==> config.mk <==
export PLATFORM = sky130hd
export DESIGN_NAME = atzr_ctrl
export DESIGN_NICKNAME = d
export VERILOG_FILES = /design/src/rtl/atzr_pkg.sv /design/src/rtl/atzr_ctrl.sv
export SDC_FILE = /design/constraint.sdc
export NUM_CORES = 1
export LEC_CHECK = 0
export BUFFER_PORTS_ARGS = -buffer_cell sky130_fd_sc_hd__clkbuf_2
export CORE_UTILIZATION = 60
export CTS_CLUSTER_DIAMETER = 150
export DETAILED_ROUTE_END_ITERATION = 16
export PLACE_DENSITY_LB_ADDON = 0.1
export REMOVE_ABC_BUFFERS = 1
export SYNTH_ARGS = -nofsm -noshare
export SYNTH_HDL_FRONTEND = slang
export SYNTH_SLANG_ARGS = --single-unit
==> constraint.sdc <==
create_clock -name clk -period 3.6 [get_ports clk]
set_input_delay 0.36 -clock clk [delete_from_list [all_inputs] [get_ports clk]]
set_output_delay 0.36 -clock clk [all_outputs]
set_load 0.005 [all_outputs]
==> src/rtl/atzr_pkg.sv <==
// ----------------------------------------------------------------------------
// atzr_pkg
// Shared sizes, fixed-point constants, payload types and command codes of the
// ascii torus renderer.
// ----------------------------------------------------------------------------
`default_nettype none

package atzr_pkg;

  localparam int COLUMNS     = 80;
  localparam int ROWS        = 22;
  localparam int RING_STEPS  = 90;
  localparam int SWEEP_STEPS = 314;
  localparam int ANGLE_BITS  = 12;

  localparam int CELLS   = COLUMNS * ROWS;
  localparam int CELL_W  = $clog2(CELLS);
  localparam int COL_W   = $clog2(COLUMNS);
  localparam int ROW_W   = $clog2(ROWS);
  localparam int RING_W  = $clog2(RING_STEPS);
  localparam int SWEEP_W = $clog2(SWEEP_STEPS);

  localparam int QUARTER_BITS = ANGLE_BITS - 2;
  localparam int U_SHIFT      = 16 - QUARTER_BITS;

  localparam int RING_INC      = (1 << ANGLE_BITS) / RING_STEPS;
  localparam int RING_REM_INC  = (1 << ANGLE_BITS) % RING_STEPS;
  localparam int SWEEP_INC     = (1 << ANGLE_BITS) / SWEEP_STEPS;
  localparam int SWEEP_REM_INC = (1 << ANGLE_BITS) % SWEEP_STEPS;

  localparam int VW       = 24;
  localparam int PW       = 2 * VW;
  localparam int POS_SHIFT = 30;
  localparam int POS_W    = PW - POS_SHIFT;
  localparam int DEPTH_W  = 16;
  localparam int DEN_W    = VW - 1;
  localparam int DIV_BITS = 31;
  localparam int LEVEL_W  = 4;
  localparam int CHAR_W   = 7;
  localparam int CFG_W    = ANGLE_BITS;

  localparam int ONE_Q14      = 16384;
  localparam int X_CENTER     = 40;
  localparam int X_SCALE      = 30;
  localparam int Y_CENTER     = 12;
  localparam int Y_SCALE      = 15;
  localparam int DEPTH_OFFSET = 5;
  localparam int LEVEL_SHIFT  = 11;
  localparam int LEVEL_MAX    = 11;

  localparam int SIN_K0 = 4926;
  localparam int SIN_K1 = 42334;
  localparam int SIN_K2 = 102944;

  localparam logic OPER_RENDER = 1'b0;
  localparam logic OPER_READ   = 1'b1;

  typedef enum logic [0:0] {
    REG_ROTATION_A = 1'b0,
    REG_ROTATION_B = 1'b1
  } reg_index_t;

  typedef struct packed {
    logic        operation;
    logic [10:0] cell_index;
  } in_item_t;

  typedef struct packed {
    logic [6:0] char_code;
    logic [3:0] shade_level;
  } out_item_t;

  typedef enum logic [5:0] {
    OP_NONE, OP_CLEAR, OP_READ, OP_EMIT,
    OP_SIN0, OP_SIN1, OP_SIN2, OP_SIN3, OP_SIN4,
    OP_RING_START, OP_RING_STEP, OP_RING_PROD0, OP_RING_PROD1,
    OP_SWEEP_START, OP_SWEEP_STEP,
    OP_CH, OP_CD, OP_LH, OP_DEN, OP_T, OP_TN, OP_PX, OP_TM, OP_PY,
    OP_L1, OP_L2, OP_L3, OP_L4, OP_L5, OP_L6, OP_L7, OP_L8,
    OP_XP, OP_X, OP_YP, OP_Y, OP_LOOK, OP_WRITE
  } op_t;

  typedef enum logic [2:0] {
    TGT_E, TGT_G, TGT_N, TGT_M, TGT_D, TGT_F, TGT_C, TGT_L
  } tgt_t;

  typedef struct packed {
    op_t  op;
    tgt_t tgt;
  } cmd_t;

  typedef struct packed {
    logic clear_last;
    logic div_busy;
    logic keep;
  } status_t;

  function automatic logic [CHAR_W-1:0] shade_char(input logic [LEVEL_W-1:0] lvl);
    logic [CHAR_W-1:0] ch;
    case (lvl)
      4'd1:    ch = 7'h2E;
      4'd2:    ch = 7'h2C;
      4'd3:    ch = 7'h2D;
      4'd4:    ch = 7'h7E;
      4'd5:    ch = 7'h3A;
      4'd6:    ch = 7'h3B;
      4'd7:    ch = 7'h3D;
      4'd8:    ch = 7'h21;
      4'd9:    ch = 7'h2A;
      4'd10:   ch = 7'h23;
      4'd11:   ch = 7'h24;
      4'd12:   ch = 7'h40;
      default: ch = 7'h20;
    endcase
    return ch;
  endfunction

endpackage

`default_nettype wire

==> src/rtl/atzr_ctrl.sv <==
// ----------------------------------------------------------------------------
// atzr_ctrl
// Sequencer: store clearing, frame/ring/point sweep, per-point operation
// order and the read handshake.
// ----------------------------------------------------------------------------
`default_nettype none

module atzr_ctrl import atzr_pkg::*; (
  input  wire logic    clk,
  input  wire logic    rst,
  input  wire logic    in_valid,
  input  wire logic    in_operation,
  output logic         in_ready,
  output logic         out_valid,
  input  wire logic    out_ready,
  input  wire status_t status,
  output cmd_t         cmd
);

  typedef enum logic [5:0] {
    ST_CLEAR, ST_IDLE, ST_READ, ST_SIN,
    ST_RING_START, ST_RING_STEP, ST_RING_PROD0, ST_RING_PROD1,
    ST_SWEEP_START, ST_SWEEP_STEP,
    ST_CH, ST_CD, ST_LH, ST_DEN, ST_T, ST_TN, ST_PX, ST_TM, ST_PY,
    ST_L1, ST_L2, ST_L3, ST_L4, ST_L5, ST_L6, ST_L7, ST_L8,
    ST_WAIT, ST_XP, ST_X, ST_YP, ST_Y, ST_LOOK, ST_TEST, ST_WRITE, ST_NEXT
  } state_t;

  state_t             state, state_next;
  logic [2:0]         sub, sub_next;
  tgt_t               tgt, tgt_next;
  logic [RING_W-1:0]  ring, ring_next;
  logic [SWEEP_W-1:0] sweep, sweep_next;
  logic               busy, busy_next;
  logic               out_valid_next;
  logic               accept;

  assign in_ready = (state == ST_IDLE) && (!out_valid || out_ready);
  assign accept   = in_valid && in_ready;

  always_comb begin
    cmd.tgt = tgt;
    case (state)
      ST_CLEAR:       cmd.op = OP_CLEAR;
      ST_IDLE:        cmd.op = (accept && in_operation == OPER_READ) ? OP_READ : OP_NONE;
      ST_READ:        cmd.op = OP_EMIT;
      ST_SIN: begin
        case (sub)
          3'd0:    cmd.op = OP_SIN0;
          3'd1:    cmd.op = OP_SIN1;
          3'd2:    cmd.op = OP_SIN2;
          3'd3:    cmd.op = OP_SIN3;
          default: cmd.op = OP_SIN4;
        endcase
      end
      ST_RING_START:  cmd.op = OP_RING_START;
      ST_RING_STEP:   cmd.op = OP_RING_STEP;
      ST_RING_PROD0:  cmd.op = OP_RING_PROD0;
      ST_RING_PROD1:  cmd.op = OP_RING_PROD1;
      ST_SWEEP_START: cmd.op = OP_SWEEP_START;
      ST_SWEEP_STEP:  cmd.op = OP_SWEEP_STEP;
      ST_CH:          cmd.op = OP_CH;
      ST_CD:          cmd.op = OP_CD;
      ST_LH:          cmd.op = OP_LH;
      ST_DEN:         cmd.op = OP_DEN;
      ST_T:           cmd.op = OP_T;
      ST_TN:          cmd.op = OP_TN;
      ST_PX:          cmd.op = OP_PX;
      ST_TM:          cmd.op = OP_TM;
      ST_PY:          cmd.op = OP_PY;
      ST_L1:          cmd.op = OP_L1;
      ST_L2:          cmd.op = OP_L2;
      ST_L3:          cmd.op = OP_L3;
      ST_L4:          cmd.op = OP_L4;
      ST_L5:          cmd.op = OP_L5;
      ST_L6:          cmd.op = OP_L6;
      ST_L7:          cmd.op = OP_L7;
      ST_L8:          cmd.op = OP_L8;
      ST_XP:          cmd.op = OP_XP;
      ST_X:           cmd.op = OP_X;
      ST_YP:          cmd.op = OP_YP;
      ST_Y:           cmd.op = OP_Y;
      ST_LOOK:        cmd.op = OP_LOOK;
      ST_WRITE:       cmd.op = OP_WRITE;
      default:        cmd.op = OP_NONE;
    endcase
  end

  always_comb begin
    state_next     = state;
    sub_next       = sub;
    tgt_next       = tgt;
    ring_next      = ring;
    sweep_next     = sweep;
    busy_next      = busy;
    out_valid_next = out_valid && !out_ready;
    case (state)
      ST_CLEAR: begin
        if (status.clear_last) begin
          if (busy) begin
            state_next = ST_SIN;
            sub_next   = '0;
            tgt_next   = TGT_E;
          end else begin
            state_next = ST_IDLE;
          end
        end
      end
      ST_IDLE: begin
        if (accept) begin
          if (in_operation == OPER_READ) begin
            state_next = ST_READ;
          end else begin
            state_next = ST_CLEAR;
            busy_next  = 1'b1;
            ring_next  = '0;
            sweep_next = '0;
          end
        end
      end
      ST_READ: begin
        out_valid_next = 1'b1;
        state_next     = ST_IDLE;
      end
      ST_SIN: begin
        sub_next = sub + 1'b1;
        if (sub == 3'd4) begin
          sub_next = '0;
          case (tgt)
            TGT_E:   tgt_next = TGT_G;
            TGT_G:   tgt_next = TGT_N;
            TGT_N:   tgt_next = TGT_M;
            TGT_M:   state_next = ST_RING_START;
            TGT_D:   tgt_next = TGT_F;
            TGT_F:   state_next = ST_RING_PROD0;
            TGT_C:   tgt_next = TGT_L;
            default: state_next = ST_CH;
          endcase
        end
      end
      ST_RING_START, ST_RING_STEP: begin
        state_next = ST_SIN;
        sub_next   = '0;
        tgt_next   = TGT_D;
      end
      ST_RING_PROD0:  state_next = ST_RING_PROD1;
      ST_RING_PROD1:  state_next = ST_SWEEP_START;
      ST_SWEEP_START, ST_SWEEP_STEP: begin
        state_next = ST_SIN;
        sub_next   = '0;
        tgt_next   = TGT_C;
      end
      ST_CH:  state_next = ST_CD;
      ST_CD:  state_next = ST_LH;
      ST_LH:  state_next = ST_DEN;
      ST_DEN: state_next = ST_T;
      ST_T:   state_next = ST_TN;
      ST_TN:  state_next = ST_PX;
      ST_PX:  state_next = ST_TM;
      ST_TM:  state_next = ST_PY;
      ST_PY:  state_next = ST_L1;
      ST_L1:  state_next = ST_L2;
      ST_L2:  state_next = ST_L3;
      ST_L3:  state_next = ST_L4;
      ST_L4:  state_next = ST_L5;
      ST_L5:  state_next = ST_L6;
      ST_L6:  state_next = ST_L7;
      ST_L7:  state_next = ST_L8;
      ST_L8:  state_next = ST_WAIT;
      ST_WAIT: begin
        if (!status.div_busy) begin
          state_next = ST_XP;
        end
      end
      ST_XP:   state_next = ST_X;
      ST_X:    state_next = ST_YP;
      ST_YP:   state_next = ST_Y;
      ST_Y:    state_next = ST_LOOK;
      ST_LOOK: state_next = ST_TEST;
      ST_TEST: state_next = status.keep ? ST_WRITE : ST_NEXT;
      ST_WRITE: state_next = ST_NEXT;
      ST_NEXT: begin
        if (sweep == SWEEP_W'(SWEEP_STEPS - 1)) begin
          sweep_next = '0;
          if (ring == RING_W'(RING_STEPS - 1)) begin
            ring_next  = '0;
            busy_next  = 1'b0;
            state_next = ST_IDLE;
          end else begin
            ring_next  = ring + 1'b1;
            state_next = ST_RING_STEP;
          end
        end else begin
          sweep_next = sweep + 1'b1;
          state_next = ST_SWEEP_STEP;
        end
      end
      default: state_next = ST_IDLE;
    endcase
  end

  always_ff @(posedge clk) begin
    if (rst) begin
      state     <= ST_CLEAR;
      sub       <= '0;
      tgt       <= TGT_E;
      ring      <= '0;
      sweep     <= '0;
      busy      <= 1'b0;
      out_valid <= 1'b0;
    end else begin
      state     <= state_next;
      sub       <= sub_next;
      tgt       <= tgt_next;
      ring      <= ring_next;
      sweep     <= sweep_next;
      busy      <= busy_next;
      out_valid <= out_valid_next;
    end
  end

endmodule

`default_nettype wire

==> flow_metrics.py, run 1 <==
metrics = {
    "setup_path": {
        "critPathSlowestCell": "dfxtp_1",
        "worstPathMaxFanout": 25,
        "worst_r2r_path_depth": 5,
        "crit_chain": "nor4b_4 -> nand2_1 -> o22ai_1 -> nor2_1 -> o21ai_0 -> clkbuf_2",
        "arrival_ps": 2400,
        "critical_path_class": "register to output pin",
        "crit_path_start_kind": "register",
        "cpPeakStageDelay_ps": 830,
        "end_kind": "output pin",
        "critPathRequiredTime_ps": 3240,
    },
    "final_layout": {
        "drive_gt1_frac": 0.110,
        "area_delta_synth_final_pct": 7.14,
        "antenna_cells": 0,
        "final_nets": 318,
    },
    "die": {
        "ioPinCount": 19,
        "core_area_um2": 3440,
        "rows": 21,
        "die_area_um2": 3930,
        "die_h_um": 62.7,
        "start_util": 0.642,
        "die_w_um": 62.7,
    },
    "logic_synthesis": {
        "synth_flop_cell": "dfxtp_1",
        "yosysMostFrequentCell": "a21oi_1",
        "muxShareOfSynthArea": 0.00907,
        "synth_edf_count": 0,
        "synth_cell_types": 59,
        "ys_warn_count": 0,
        "synth_xor_area_frac": 0.0238,
        "ys_top_cells_by_count": "33 x a21oi_1, 30 x dfxtp_1, 30 x nor2_1",
        "yosysTopAreaCell": "dfxtp_1",
        "async_flop_share": 0,
        "ys_seq_area_frac": 0.272,
        "synth-seq-cells": 30,
        "synth_top_family_by_area": "simple AND/OR/NAND/NOR gates",
        "postSynthCellCount": 294,
        "syn_avg_cell_area_um2": 7.51,
        "synth_compound_area_frac": 0.287,
        "synthSimpleGateAreaFrac": 0.304,
        "synth_fa_ha_area_frac": 0.0510,
        "netlist.area_leader.share": 0.272,
        "synth_area_leaders": "dfxtp_1 27%, a21oi_1 7.5%, ha_1 5.1%, nor2_1 5.1%, o21ai_0 4.5%",
        "synth_area_um2": 2210,
    },
    "power_and_ir_drop": {
        "cellPowerDensity_nw_per_um2": 310,
        "power.leakage_nw": 0.825,
        "ir_worst_vdd_mv": 0.195,
    },
    "routing": {
        "wire_per_inst_um": 14.9,
        "routed_wirelength_um": 5150,
        "drcViolationCount": 0,
        "drtIter0Drc": 268,
        "vias_per_cell": 6.28,
        "dr.pass1.iters": 4,
        "route.vias.total": 2174,
        "ant_nets": 0,
    },
    "sta": {
        "fin_hold_ws_ps": 409,
        "fin_skew_ps": 10.8,
        "worstMarginPinSlew_ps": 935,
        "fmax_mhz": 362,
        "setup_viol": 0,
        "final_hold_viol_count": 0,
        "period_needed_ps": 2760,
        "fin_setup_tns_ps": 0,
        "fin_crit_sh": 0.768,
        "drv_slew": 0,
        "rsz0062_at_grt": "no",
        "maxSlewHeadroom": 0.376,
    },
    "clock_network": {
        "clkTransAtPathRegs_ps": 70,
        "clock_latency_ps": 290,
        "clock_sinks": 30,
        "cts_tree": "yes",
        "htree_num_levels": 2,
        "cts_setup_buffers": 0,
        "numCtsBuffers": 5,
        "cts_hold_buffers": 0,
        "cts-root-buf": "clkbuf_8",
        "cts_resized": 0,
        "clockBufferDepth": 2,
    },
    "global_route": {
        "grt_overflow_total": 0,
        "antenna_found_initial": 0,
        "grt_pass1_vias": 1946,
        "grt.total_usage": 0.294,
        "grt_pass1_wl_um": 9190,
        "grt_max_degree": 27,
    },
    "place": {
        "io_buffers": 18,
        "dp.final_hpwl_um": 3510,
        "routabilityCongestion": 0.916,
    },
    "run": {
        "maxCapViolCount": 0,
    },
    "worst_hold_path": {
        "min_path_type": "input port to register",
        "min_path_cells": 4,
    },
    "status": {
        "status": "complete, no violations",
    },
}
[routing by layer]
| metal | vias up | track usage | routed length, um |
|---|---|---|---|
| met5 | - | 0 | 0 |
| met4 | 0 | 0.110 | 76 |
| met3 | 5 | 0.0675 | 326 |
| met2 | 63 | 0.427 | 2250 |
| met1 | 999 | 0.418 | 2500 |
| li1 | 1107 | - | - |
[layout make-up]
cell class / count / area [um2]
multi-input combinational: 235 / 1490
fill: 327 / 1080
sequential: 30 / 601
timing repair buffer: 19 / 97.6
clock buffer: 6 / 82.6
tap: 46 / 57.6
inverter: 10 / 37.5
[worst max-delay path: cells and delay by family (launching register included)]
family / cells / cell delay, ps
AO/OA/AOI/OAI: 2 / 300
buffers and inverters: 1 / 130
AND/OR/NAND/NOR: 3 / 840
flip-flops: 1 / 830
[per-stage QoR]
stage	area, um2	total power, mW	setup WS [ps]	std cells	utilization
final	2370	0.733	837	346	0.687
after global routing	2370	0.763	612	346	0.687
after CTS	2370	0.735	849	346	0.687
after detailed placement	2280	0.460	1090	340	0.663
after global placement	2280	0.460	1170	340	0.663
after floorplan	2130	0.425	1380	275	-
[final timing paths]
check / startpoint / endpoint / slack, ps
worst max-delay path: state[1] / cmd[4] / 840
worst min-delay path: status[2] / tgt[2] / 410
worst max register to register: state[1] / ring[2] / 1040
worst min register to register: busy / busy / 480
[flip-flops by register name, summed over array words and instances (netlist names)]
name and count:
out_valid 1, sweep 9, ring 7, sub 3
tgt 3, busy 1, state 6
[where the power goes]
part           total, mW  switching, mW  leakage, nW  internal, mW
clock              0.277          0.130       0.0431         0.147
combinational     0.0999         0.0597        0.540        0.0402
sequential         0.356         0.0188        0.242         0.338
[cells in the final DEF (no fill, tap or decap), types with 2 or more instances in the layout]
cell / n
or3_1: 12
mux2i_1: 2
o311a_1: 2
or4_1: 7
a31oi_1: 5
nand3b_1: 2
a22o_1: 2
a2bb2oi_1: 2
a41oi_1: 2
o31ai_1: 3
nor2b_1: 6
a32oi_1: 2
nand3_1: 10
a21oi_1: 33
inv_1: 10
clkbuf_8: 6
clkbuf_2: 18
a22oi_1: 3
o211ai_1: 3
nor3_1: 5
dfxtp_1: 30
or2_2: 2
o22ai_1: 4
nor2_1: 30
nand2b_1: 3
nand2_1: 21
or4b_1: 2
nor4_1: 4
o32ai_1: 2
and3_1: 4
o21ai_0: 20
ha_1: 9
and2_1: 4
a211oi_1: 2
xnor2_1: 5
[logic make-up (layout without fill, tap and decap cells)]
logic type               after synthesis  in the layout
XOR/XNOR                               6              6
buffers and inverters                 29             35
multiplexers                           2              2
AO/OA/AOI/OAI                         97             97
AND/OR/NAND/NOR                      121            121
flip-flops                            30             30
adder cells (fa/ha/maj)                9              9
Power figures use the tool's default switching activity.
==> inputs of run 2 (changes only) <==
--- a/config.mk
+++ b/config.mk
@@ -5,8 +5,9 @@
 export SDC_FILE = /design/constraint.sdc
 export NUM_CORES = 1
 export LEC_CHECK = 0
+export ABC_AREA = 1
 export BUFFER_PORTS_ARGS = -buffer_cell sky130_fd_sc_hd__clkbuf_2
-export CORE_UTILIZATION = 60
+export CORE_UTILIZATION = 54
 export CTS_CLUSTER_DIAMETER = 150
 export DETAILED_ROUTE_END_ITERATION = 16
 export PLACE_DENSITY_LB_ADDON = 0.1
==> constraint.sdc (replaced) <==
create_clock -name clk -period 2.5 [get_ports clk]
set_input_delay 0.25 -clock clk [delete_from_list [all_inputs] [get_ports clk]]
set_output_delay 0.25 -clock clk [all_outputs]
set_load 0.005 [all_outputs]
==> run 2 against run 1 <==
Compared with the run above:
- final cell count is 35% higher
- die area grew 19%
- setup slack worse by 580 ps
- area after synthesis is 8.0% higher
- worst hold slack got worse by 140 ps
- via count up 22%
- combinational power rose to 5.0 times the previous value
- design area rose by 12%
- first-iteration DRC count up 37%
- clock skew shrank 4.0 ps
- power increased by 110%
==> flow_metrics.py, run 2 <==
metrics = {
    "status": {
        "status": "complete, no violations",
    },
    "logic_synthesis": {
        "ys_seq_area_frac": 0.252,
        "synth_flop_cell": "dfxtp_1",
        "synth-seq-cells": 30,
        "yosysTopAreaCell": "dfxtp_1",
        "ys_top_cells_by_count": "98 x nand2_1, 63 x nor2_1, 45 x inv_1",
        "async_flop_share": 0,
        "synth_edf_count": 0,
        "syn_avg_cell_area_um2": 6.03,
        "synth_area_leaders": "dfxtp_1 25%, nand2_1 15%, nor2_1 9.9%, nand3_1 8.2%, inv_1 7.1%",
        "postSynthCellCount": 396,
        "netlist.area_leader.share": 0.252,
        "synth_cell_types": 40,
        "ys_warn_count": 0,
        "synth_area_um2": 2390,
        "yosysMostFrequentCell": "nand2_1",
    },
    "routing": {
        "drcViolationCount": 0,
        "route.vias.total": 2647,
        "drtIter0Drc": 368,
        "routed_wirelength_um": 6390,
        "ant_nets": 0,
        "dr.pass1.iters": 6,
        "vias_per_cell": 5.66,
        "wire_per_inst_um": 13.7,
    },
    "final_layout": {
        "final_core_util": 0.642,
        "drive_gt1_frac": 0.115,
        "largest_reg_flops": 9,
        "reg_top3": "sweep x9, ring x7, state x6",
        "fillers": 412,
        "regArea_um2": 601,
        "max_flop_register": "sweep",
        "final_area_um2": 2640,
        "multi_input_area_um2": 1570,
        "final_cell_mix": "98 x nand2_1, 63 x nor2_1, 45 x inv_1",
        "final_nets": 435,
        "area_delta_synth_final_pct": 10.8,
        "antenna_cells": 0,
        "final_common_cell": "nand2_1",
    },
    "clock_network": {
        "clock_sinks": 30,
        "cts_hold_buffers": 0,
        "clockBufferDepth": 2,
        "htree_num_levels": 2,
        "clkTransAtPathRegs_ps": 70,
        "numCtsBuffers": 5,
        "clock_latency_ps": 280,
        "cts-root-buf": "clkbuf_8",
        "cts_resized": 0,
        "cts_tree": "yes",
        "cts_setup_buffers": 0,
    },
    "place": {
        "routabilityCongestion": 1.02,
        "placed_cell_area_um2": 2530,
        "io_buffers": 18,
        "dp.final_hpwl_um": 4950,
    },
    "global_route": {
        "antenna_found_initial": 0,
        "grtUsageMet1": 0.387,
        "grt_max_degree": 24,
        "busiest_layer": "met2",
        "grt_use_met2": 0.447,
        "met3_usage": 0.0767,
        "grt_overflow_total": 0,
        "grt.total_usage": 0.291,
        "grt_pass1_vias": 2243,
        "grt_pass1_wl_um": 10100,
    },
    "setup_path": {
        "arrival_ps": 2000,
        "crit_family": "simple AND/OR/NAND/NOR gates",
        "crit_chain": "inv_2 -> nand2_1 -> inv_1 -> nand3_1 -> nand2_1 -> nor4b_1 -> nand3b_1 -> clkbuf_2",
        "crit_path_start_kind": "register",
        "cp_common_cell": "nand2_1",
        "end_kind": "output pin",
        "cpPeakStageDelay_ps": 350,
        "critPathSlowestCell": "dfxtp_1",
        "worstPathMaxFanout": 11,
        "critPathRequiredTime_ps": 2250,
        "crit_buf_inv": 3,
        "critical_path_class": "register to output pin",
    },
    "sta": {
        "fin_setup_tns_ps": 0,
        "final_hold_viol_count": 0,
        "rsz0062_at_grt": "no",
        "period_needed_ps": 2250,
        "fmax_mhz": 445,
        "drv_slew": 0,
        "setup_viol": 0,
        "worstMarginPinSlew_ps": 514,
        "fin_crit_sh": 0.898,
        "maxSlewHeadroom": 0.657,
        "fin_skew_ps": 6.83,
    },
    "run": {
        "maxCapViolCount": 0,
    },
    "die": {
        "start_util": 0.580,
        "die_h_um": 68.5,
        "rows": 23,
        "core_area_um2": 4120,
        "die_w_um": 68.5,
        "ioPinCount": 19,
        "die_area_um2": 4690,
    },
    "power_and_ir_drop": {
        "power_mw": 1.54,
        "ir_worst_vdd_mv": 0.404,
        "power.leakage_nw": 1.23,
        "cellPowerDensity_nw_per_um2": 582,
    },
    "worst_hold_path": {
        "min_path_type": "input port to register",
    },
}
## run 2: changes by cell type in the layout (fill, tap and decap cells not counted), moves of 4 or more
cell and delta:
o21ai_0 -11, nand3_1 +29, or4_1 -7, a21oi_1 -4, nor2_1 +33, xnor2_1 -5, inv_1 +35, nand4_1 +10
nor3_1 +5, nand2_1 +77, nor2b_1 -6, or3_1 -12
## run 2: power by group
part | internal, mW | total [mW] | switching, mW
combinational | 0.158 | 0.496 | 0.338
clock | 0.319 | 0.499 | 0.181
sequential | 0.507 | 0.543 | 0.0360
total | 0.984 | 1.54 | 0.554
## run 2: final timing paths
| path | start | endpoint | slack (ps) | depth (start not counted) |
|---|---|---|---|---|
| worst max-delay path | state[5] | cmd[3] | 250 | 8 |
| worst max register to register | state[4] | tgt[1] | 570 | 11 |
| worst min-delay path | status[1] | state[3] | 270 | 3 |
| worst min register to register | ring[5] | ring[5] | 490 | 2 |
## run 2: through the flow
| step | cells | hold WS (ps) | worst slack, ps |
|---|---|---|---|
| 2_1_floorplan | 391 | 312 | 544 |
| 3_3_place_gp | 461 | 463 | 571 |
| 3_5_place_dp | 461 | 479 | 608 |
| 4_1_cts | 468 | 264 | 311 |
| 5_1_grt | 468 | 265 | 115 |
| 6_report | 468 | 267 | 255 |
## run 2: logic make-up after synthesis
logic type | after synthesis | synth area share
simple gates | 246 | 0.474
fa+ha+maj | 9 | 0.0472
xor+xnor | 4 | 0.0147
flops | 30 | 0.252
compound gates | 52 | 0.122
buf+inv | 55 | 0.0907
## run 2: layout make-up
type                    count  area share
inverters                  50      0.0734
well taps                  50      0.0237
clock inverters             1      0.0114
clock buffers               6      0.0312
multi-input cells         311       0.593
repair buffers             20      0.0398
flip-flops and latches     30       0.227
## run 2: layer usage
metal,vias to the layer above,share of wire,wire [um]
met5,-,0,0
met4,0,0.026,164
met2,139,0.43,2760
met3,23,0.099,636
li1,1346,-,-
met1,1139,0.44,2830
## run 2: tightest hold or removal path: cells and delay by family
kind            cells  cell delay [ps]
buf+inv             1               90
compound gates      1               70
simple gates        1              100
